==> src/rtl/bdq_pkg.sv <==
`default_nettype none
// ----------------------------------------------------------------------------
// bdq_pkg
// Shared sizes, request and status codes, FSM and interface types for the
// bounded double-ended queue.
// ----------------------------------------------------------------------------
package bdq_pkg;

  // Store depth and derived widths
  localparam int DEPTH   = 16;
  localparam int PTR_W   = (DEPTH > 1) ? $clog2(DEPTH) : 1;
  localparam int CNT_W   = $clog2(DEPTH + 1);
  localparam int SUM_W   = CNT_W + 1;
  localparam int CAP_W   = 5;
  localparam int OCC_W   = 5;
  localparam int CMP_W   = (CNT_W > CAP_W) ? CNT_W : CAP_W;
  localparam int WORD_W  = 32;
  localparam int REQ_W   = 3;
  localparam int ST_W    = 3;
  localparam int IN_W    = 40;
  localparam int OUT_W   = 40;

  localparam logic [CAP_W-1:0] CAP_RESET = 5'd16;

  // Request codes (unused codes act as pop right)
  localparam logic [REQ_W-1:0] REQ_PUSH_L = 3'd0;
  localparam logic [REQ_W-1:0] REQ_PUSH_R = 3'd1;
  localparam logic [REQ_W-1:0] REQ_POP_L  = 3'd2;
  localparam logic [REQ_W-1:0] REQ_POP_R  = 3'd3;
  localparam logic [REQ_W-1:0] REQ_CLEAR  = 3'd4;

  // Result status codes
  localparam logic [ST_W-1:0] ST_PUSHED  = 3'd0;
  localparam logic [ST_W-1:0] ST_POPPED  = 3'd1;
  localparam logic [ST_W-1:0] ST_FULL    = 3'd2;
  localparam logic [ST_W-1:0] ST_EMPTY   = 3'd3;
  localparam logic [ST_W-1:0] ST_CLEARED = 3'd4;

  typedef enum logic [1:0] {
    CS_IDLE,
    CS_EXEC,
    CS_LOAD
  } ctl_state_t;

  typedef struct packed {
    logic latch_in;
    logic exec;
    logic load_out;
  } dp_cmd_t;

  typedef struct packed {
    logic out_free;
  } dp_sts_t;

endpackage
`default_nettype wire

==> src/rtl/bdq_ctrl.sv <==
`default_nettype none
// ----------------------------------------------------------------------------
// bdq_ctrl
// Sequencer: takes a request beat, runs one execute step, then hands the
// result to the output register once it is free.
// ----------------------------------------------------------------------------
module bdq_ctrl (
  input  wire logic             clk,
  input  wire logic             rst_n,
  input  wire logic             in_tvalid,
  output logic                  in_tready,
  input  wire bdq_pkg::dp_sts_t sts,
  output bdq_pkg::dp_cmd_t      cmd
);
  import bdq_pkg::*;

  ctl_state_t state_r, state_nxt;

  always_ff @(posedge clk) begin
    if (!rst_n) begin
      state_r <= CS_IDLE;
    end else begin
      state_r <= state_nxt;
    end
  end

  always_comb begin
    state_nxt = state_r;
    case (state_r)
      CS_IDLE: begin
        if (in_tvalid) state_nxt = CS_EXEC;
      end
      CS_EXEC: begin
        state_nxt = CS_LOAD;
      end
      CS_LOAD: begin
        if (sts.out_free) state_nxt = CS_IDLE;
      end
      default: begin
        state_nxt = CS_IDLE;
      end
    endcase
  end

  always_comb begin
    in_tready    = 1'b0;
    cmd.latch_in = 1'b0;
    cmd.exec     = 1'b0;
    cmd.load_out = 1'b0;
    case (state_r)
      CS_IDLE: begin
        in_tready    = 1'b1;
        cmd.latch_in = in_tvalid;
      end
      CS_EXEC: begin
        cmd.exec = 1'b1;
      end
      CS_LOAD: begin
        cmd.load_out = sts.out_free;
      end
      default: begin
        in_tready = 1'b0;
      end
    endcase
  end

endmodule
`default_nettype wire

==> src/rtl/bdq_dp.sv <==
`default_nettype none
// ----------------------------------------------------------------------------
// bdq_dp
// Datapath: circular word store, head pointer, count, capacity register and
// the output register with its valid flag.
// ----------------------------------------------------------------------------
module bdq_dp (
  input  wire logic                        clk,
  input  wire logic                        rst_n,
  input  wire bdq_pkg::dp_cmd_t            cmd,
  output bdq_pkg::dp_sts_t                 sts,
  input  wire logic [bdq_pkg::IN_W-1:0]    in_tdata,
  input  wire logic                        cfg_we,
  input  wire logic [bdq_pkg::CAP_W-1:0]   cfg_wdata,
  output logic                             out_tvalid,
  input  wire logic                        out_tready,
  output logic [bdq_pkg::OUT_W-1:0]        out_tdata
);
  import bdq_pkg::*;

  logic [WORD_W-1:0] mem [DEPTH];

  logic [REQ_W-1:0]  req_r;
  logic [WORD_W-1:0] val_r;
  logic [PTR_W-1:0]  head_r, head_nxt;
  logic [CNT_W-1:0]  count_r, count_nxt;
  logic [CAP_W-1:0]  capacity_r;
  logic [ST_W-1:0]   status_r, status_nxt;
  logic [WORD_W-1:0] rd_r;
  logic              out_valid_r;
  logic [OUT_W-1:0]  out_data_r;

  logic [CMP_W-1:0]  limit;
  logic [PTR_W-1:0]  head_dec, head_inc, tail_pos, last_pos;
  logic [SUM_W-1:0]  tail_sum, last_sum;
  logic [PTR_W-1:0]  wr_addr, rd_addr;
  logic              wr_en;
  logic              is_push, full, empty;
  logic [WORD_W-1:0] data_sel;
  logic [CMP_W-1:0]  occ_wide;

  // Effective limit saturates at the store depth
  assign limit = (CMP_W'(capacity_r) > CMP_W'(DEPTH)) ? CMP_W'(DEPTH) : CMP_W'(capacity_r);

  assign head_dec = (head_r == '0) ? PTR_W'(DEPTH - 1) : head_r - 1'b1;
  assign head_inc = (head_r == PTR_W'(DEPTH - 1)) ? '0 : head_r + 1'b1;

  // head + count and head + count - 1, folded once (both stay below 2*DEPTH while count is nonzero)
  assign tail_sum = SUM_W'(head_r) + SUM_W'(count_r);
  assign last_sum = tail_sum - 1'b1;
  assign tail_pos = (tail_sum >= SUM_W'(DEPTH)) ? PTR_W'(tail_sum - SUM_W'(DEPTH))
                                                : PTR_W'(tail_sum);
  assign last_pos = (last_sum >= SUM_W'(DEPTH)) ? PTR_W'(last_sum - SUM_W'(DEPTH))
                                                : PTR_W'(last_sum);

  assign is_push = (req_r == REQ_PUSH_L) || (req_r == REQ_PUSH_R);
  assign full    = (CMP_W'(count_r) >= limit);
  assign empty   = (count_r == '0);

  always_comb begin
    head_nxt   = head_r;
    count_nxt  = count_r;
    status_nxt = ST_CLEARED;
    wr_en      = 1'b0;
    wr_addr    = tail_pos;
    rd_addr    = last_pos;
    if (req_r == REQ_CLEAR) begin
      head_nxt   = '0;
      count_nxt  = '0;
      status_nxt = ST_CLEARED;
    end else if (is_push) begin
      if (full) begin
        status_nxt = ST_FULL;
      end else begin
        wr_en      = 1'b1;
        count_nxt  = count_r + 1'b1;
        status_nxt = ST_PUSHED;
        if (req_r == REQ_PUSH_L) begin
          head_nxt = head_dec;
          wr_addr  = head_dec;
        end
      end
    end else begin
      if (empty) begin
        status_nxt = ST_EMPTY;
      end else begin
        count_nxt  = count_r - 1'b1;
        status_nxt = ST_POPPED;
        if (req_r == REQ_POP_L) begin
          rd_addr  = head_r;
          head_nxt = head_inc;
        end
      end
    end
  end

  always_ff @(posedge clk) begin
    if (!rst_n) begin
      head_r      <= '0;
      count_r     <= '0;
      capacity_r  <= CAP_RESET;
      out_valid_r <= 1'b0;
    end else begin
      if (cfg_we) capacity_r <= cfg_wdata;
      if (cmd.exec) begin
        head_r  <= head_nxt;
        count_r <= count_nxt;
      end
      if (cmd.load_out) begin
        out_valid_r <= 1'b1;
      end else if (out_tready) begin
        out_valid_r <= 1'b0;
      end
    end
  end

  // Payload: no reset needed
  always_ff @(posedge clk) begin
    if (cmd.latch_in) begin
      req_r <= in_tdata[REQ_W-1:0];
      val_r <= in_tdata[REQ_W+WORD_W-1:REQ_W];
    end
    if (cmd.exec) begin
      status_r <= status_nxt;
      rd_r     <= mem[rd_addr];
      if (wr_en) mem[wr_addr] <= val_r;
    end
    if (cmd.load_out) out_data_r <= {occ_wide[OCC_W-1:0], data_sel, status_r};
  end

  always_comb begin
    case (status_r)
      ST_PUSHED: data_sel = val_r;
      ST_POPPED: data_sel = rd_r;
      default:   data_sel = '0;
    endcase
  end

  assign occ_wide     = CMP_W'(count_r);
  assign sts.out_free = !out_valid_r || out_tready;
  assign out_tvalid   = out_valid_r;
  assign out_tdata    = out_data_r;

  // Occupancy never exceeds the store
  a_count_bound: assert property (@(posedge clk) disable iff (!rst_n)
    CMP_W'(count_r) <= CMP_W'(DEPTH))
    else $error("count beyond depth");

  // A refused push leaves the queue alone
  a_full_stable: assert property (@(posedge clk) disable iff (!rst_n)
    (cmd.exec && status_nxt == ST_FULL) |=> ($stable(count_r) && $stable(head_r)))
    else $error("full push changed the queue");

  // A successful pop removes exactly one word
  a_pop_dec: assert property (@(posedge clk) disable iff (!rst_n)
    (cmd.exec && status_nxt == ST_POPPED) |=> (count_r == $past(count_r) - 1'b1))
    else $error("pop did not decrement count");

  // Result register is never overwritten while a result still waits
  a_no_overwrite: assert property (@(posedge clk) disable iff (!rst_n)
    cmd.load_out |-> (!out_valid_r || out_tready))
    else $error("pending result overwritten");

endmodule
`default_nettype wire

==> src/rtl/bounded_double_ended_queue_top.sv <==
`default_nettype none
// ----------------------------------------------------------------------------
// bounded_double_ended_queue_top
// Bounded deque of signed 32-bit words in a circular store.
//
// Usage:
//   in_*  : request beats. tdata = {pad, push_value[31:0], req_type[2:0]}.
//           req_type 0/1 push left/right, 2/3 pop left/right, 4 clear.
//   out_* : one result beat per request. tdata = {occupancy[4:0],
//           data_out[31:0], status[2:0]}; status 0 pushed, 1 popped,
//           2 full, 3 empty, 4 cleared.
//   cfg_* : cfg_we writes cfg_wdata into the capacity register (reset 16,
//           limited to the store depth). Write only while idle.
// Timing: a request is taken in the idle state, executed in the execute state
//   (store access, pointer and count update) and then loaded into the output
//   register once that register is free. The sequencer handles one request
//   at a time and takes no new request until the last result is loaded.
//   The store read port is registered, which sets the execute-to-result step.
// Reset (rst_n low, synchronous): queue empty, head at 0, capacity 16, no
//   result pending. The store itself is not cleared.
// Stall: while out_tready is low the result holds; one further request may
//   be taken and executed, then waits until the output register frees.
// ----------------------------------------------------------------------------
module bounded_double_ended_queue_top (
  input  wire logic                       clk,
  input  wire logic                       rst_n,
  // request channel
  input  wire logic                       in_tvalid,
  output logic                            in_tready,
  input  wire logic [bdq_pkg::IN_W-1:0]   in_tdata,   // req_type[2:0], push_value[34:3], 0
  // result channel
  output logic                            out_tvalid,
  input  wire logic                       out_tready,
  output logic [bdq_pkg::OUT_W-1:0]       out_tdata,  // status[2:0], data_out[34:3], occupancy[39:35]
  // capacity register
  input  wire logic                       cfg_we,
  input  wire logic [bdq_pkg::CAP_W-1:0]  cfg_wdata
);
  import bdq_pkg::*;

  dp_cmd_t cmd;   // sequencer -> datapath strobes
  dp_sts_t sts;   // datapath -> sequencer status

  bdq_ctrl u_ctrl (
    .clk       (clk),
    .rst_n     (rst_n),
    .in_tvalid (in_tvalid),
    .in_tready (in_tready),
    .sts       (sts),
    .cmd       (cmd)
  );

  bdq_dp u_dp (
    .clk        (clk),
    .rst_n      (rst_n),
    .cmd        (cmd),
    .sts        (sts),
    .in_tdata   (in_tdata),
    .cfg_we     (cfg_we),
    .cfg_wdata  (cfg_wdata),
    .out_tvalid (out_tvalid),
    .out_tready (out_tready),
    .out_tdata  (out_tdata)
  );

endmodule
`default_nettype wire

==> config.mk <==
export PLATFORM = sky130hd
export DESIGN_NAME = bounded_double_ended_queue_top
export DESIGN_NICKNAME = d
export VERILOG_FILES = /design/src/rtl/bdq_pkg.sv /design/src/rtl/bdq_ctrl.sv /design/src/rtl/bdq_dp.sv /design/src/rtl/bounded_double_ended_queue_top.sv
export SDC_FILE = /design/constraint.sdc
export NUM_CORES = 1
export LEC_CHECK = 0
export BUFFER_PORTS_ARGS = -buffer_cell sky130_fd_sc_hd__buf_2
export CAP_MARGIN = 20
export CORE_ASPECT_RATIO = 1.5
export CORE_MARGIN = 5
export CORE_UTILIZATION = 65
export CTS_CLUSTER_DIAMETER = 40
export DETAILED_ROUTE_END_ITERATION = 6
export PLACE_DENSITY = 0.88
export REMOVE_ABC_BUFFERS = 1
export SYNTH_ARGS = -nofsm -noshare
export SYNTH_HDL_FRONTEND = slang
export SYNTH_SLANG_ARGS = --single-unit
==> constraint.sdc <==
create_clock -name clk -period 11.2 [get_ports clk]
set_input_delay 2.8 -clock clk [delete_from_list [all_inputs] [get_ports clk]]
set_output_delay 2.8 -clock clk [all_outputs]
set_load 0.05 [all_outputs]
==> impl_metrics.env <==
export IMPL_gr_total_overflow=0
export IMPL_multi_input_area_mm2=0.005673
export IMPL_fin_skew_ns=0.02339
export IMPL_die_x_um=170.5
export IMPL_synthFlopType="edfxtp_1"
export IMPL_p_leak_nw=9.963
export IMPL_drive_above_1_share_pct=13.75
export IMPL_gp_congestion=0.8391
export IMPL_clockRootBuffer="clkbuf_16"
export IMPL_die_h_um=250.7
export IMPL_area_delta_synth_final_pct=11.57
export IMPL_rsz0062_at_grt="no"
export IMPL_tightest_slew_ns=1.257
export IMPL_fin_total_pwr_mw=5.346
export IMPL_worstPathArrival_ns=5.10
export IMPL_yosysSeqAreaShare_pct=75.73
export IMPL_min_period_ns=4.795
export IMPL_grt_max_degree=257
export IMPL_drv_slew=0
export IMPL_ys_warn_count=0
export IMPL_grt_pass1_wl_um=88160
export IMPL_status="completed"
export IMPL_max_freq_mhz=208.5
export IMPL_cp_start_kind="flop"
export IMPL_h_tree_depth=2
export IMPL_synthArstFlopShare_pct=0
export IMPL_worst_ep_required_time_ns=11.51
export IMPL_ant_nets=0
export IMPL_clk_insertion_delay_late_ns=0.60
export IMPL_n_antenna_cell=0
export IMPL_yosysTopAreaCell="edfxtp_1"
export IMPL_cp_max_fo=175
export IMPL_routedWlPerCell_um=26.71
export IMPL_post_cts_buffers=0
export IMPL_antenna_found_initial=1
export IMPL_synthCells=1606
export IMPL_tns_ns=0
export IMPL_netlist_area_mm2=0.02511
export IMPL_numCtsBuffers=57
export IMPL_viasPerCell=6.793
export IMPL_ys_types=48
export IMPL_period_share_pct=42.82
export IMPL_cp_startpoint="u_dp.count_r[0]"
export IMPL_ys_seq_elements=639
export IMPL_path_class="reg -> reg"
export IMPL_grt_usage_pct=27.24
export IMPL_avgSynthCellArea_um2=15.64
export IMPL_p_per_area_mw_per_mm2=190.8
export IMPL_nFillCells=2141
export IMPL_yosysTopAreaCellShare_pct=74.37
export IMPL_r2r_start="u_dp.count_r[0]"
export IMPL_ys_top_cells_by_area="edfxtp_1 (74%), mux2i_1 (4.1%), a22oi_1 (3.8%), nand2_1 (3.2%), a21oi_1 (2.8%)"
export IMPL_row_count=88
export IMPL_seq_area_mm2=0.01902
export IMPL_cts_clk_slew_worst_paths_ns=0.07
export IMPL_setup_viol_count_final=0
export IMPL_place_inst=2118
export IMPL_whs_ns=0.5189
export IMPL_hpwlAfterDp_um=28850
export IMPL_holdCritPathClass="reg -> reg"
export IMPL_clock_sinks=639
export IMPL_post_cts_resized=0
export IMPL_relSlewSlack_pct=16.22
export IMPL_cts_hold_buf=0
export IMPL_final_cells=2226
export IMPL_dieArea_mm2=0.04275
export IMPL_start_util_pct=65.54
export IMPL_final_hold_viol_count=0
export IMPL_grt_pass1_vias=15034
export IMPL_synth_edf_count=622
export IMPL_drt_initial_drc_count=2117
export IMPL_hp_start="u_dp.capacity_r[0]"
export IMPL_coreArea_mm2=0.03832
export IMPL_drc=0
export IMPL_io_buffer_count=86
export IMPL_dr_total_vias=15122
export IMPL_cts_buffer_depth=3
export IMPL_io_pins=92
export IMPL_cts_tree="built"
export IMPL_drtPass1Iterations=6
export IMPL_cp_end_kind="flop"
export IMPL_nNetsFinal=1751
export IMPL_max_cap_violations=0
export IMPL_vdd_drop_max_mv=0.1543
export IMPL_postRouteWirelength_um=59450
==> critical path: stages, from the launching register on <==
cell	delay [ns]
dfxtp_1	0.49
ha_1	0.23
inv_1	0.05
fa_1	0.53
ha_1	0.40
a21oi_4	0.13
buf_4	0.81
buf_12	0.71
mux2i_1	0.33
a22oi_1	0.14
a22oi_1	0.21
nand3_1	0.15
==> layer usage <==
layer | routed length (um) | up-vias | GRT usage (%)
li1 | - | 6385 | -
met3 | 6597 | 196 | 5.868
met4 | 2500 | 2 | 10.55
met5 | 13 | - | 0
met2 | 29950 | 1147 | 45.11
met1 | 20390 | 7392 | 35.75
==> state kept, by name, indices dropped and copies added (netlist names) <==
signal / flops
u_ctrl.state_r: 2
u_dp.out_tdata: 40
u_dp.capacity_r: 5
u_dp.req_r: 3
u_dp.mem: 512
u_dp.status_r: 3
u_dp.val_r: 32
u_dp.rd_r: 32
u_dp.out_tvalid: 1
u_dp.head_r: 4
u_dp.count_r: 5
==> stage by stage <==
stage,setup WS (ns),area (um2),utilization (%)
after global routing,6.349,28020,73.13
after global placement,6.756,26030,67.94
after detailed placement,6.648,26090,68.08
after CTS,6.594,28010,73.10
final,6.405,28020,73.13
after floorplan,4.381,24590,-
==> cell usage after synthesis, types with 2 or more instances <==
library cell,count
edfxtp_1,622
nand2_1,212
and3_1,2
inv_1,11
a21oi_1,142
xnor2_1,7
ha_1,15
fa_1,2
a22oi_1,128
nor2_1,29
o21ai_0,7
nand3_1,37
buf_4,17
buf_6,2
a311o_1,32
nor3b_1,2
xor2_1,3
clkbuf_1,30
a21o_1,39
nand2b_1,6
nor2b_1,9
dfxtp_1,17
a22o_1,33
buf_2,52
nor3_1,15
and2_1,6
a31oi_1,3
mux2i_1,104
o41ai_1,2
o31ai_1,2
==> logic make-up (layout without fill, tap and decap cells) <==
logic type                 count (synthesis)  count (layout)  share of synthesized area, %
buffers and inverters                    112             237                         2.247
muxes                                    106             106                         4.280
DFF                                      639             639                         75.73
xor gates and xnor gates                  11              11                        0.4384
adders and majority gates                 17              17                        0.9067
and+or+nand+nor                          321             321                         5.371
AOI/OAI and AO/OA                        400             400                         11.03
==> final cells by class <==
cell class	instances	share of cell area, %
inverter	11	0.1474
tap	495	2.210
clock buffer	65	5.349
clock inverter	41	1.514
multi-input combinational	855	20.25
sequential	639	67.87
timing repair buffer	120	2.661
==> report_power, final <==
part           internal (mW)  switching (mW)  leakage [nW]
combinational          0.204           0.422          3.25
clock                   1.13           0.860         0.942
sequential              2.69          0.0443          5.78
total                   4.02            1.33          9.96
==> final timing paths <==
kind,cells past startpoint,endpoint,slack [ns]
max reg2reg,11,u_dp.rd_r[15],6.40
max,11,u_dp.rd_r[15],6.40
min reg2reg,2,u_dp.capacity_r[0],0.52
min,2,u_dp.capacity_r[0],0.52
==> cells in the final DEF, fill, tap and decap left out, types with 9 or more instances in the layout <==
cell type / netlist / final
a21o_1: 39 / 38
a21oi_1: 142 / 142
a22o_1: 33 / 33
a22oi_1: 128 / 128
a311o_1: 32 / 32
buf_2: 52 / 88
buf_4: 17 / 28
clkbuf_16: 0 / 59
clkinv_1: 0 / 11
clkinv_2: 0 / 11
dfxtp_1: 17 / 17
edfxtp_1: 622 / 622
ha_1: 15 / 15
inv_1: 11 / 10
mux2i_1: 104 / 104
nand2_1: 212 / 212
nand3_1: 37 / 37
nor2_1: 29 / 19
nor2_4: 0 / 10
nor3_2: 0 / 9
Power figures use the tool's default switching activity.
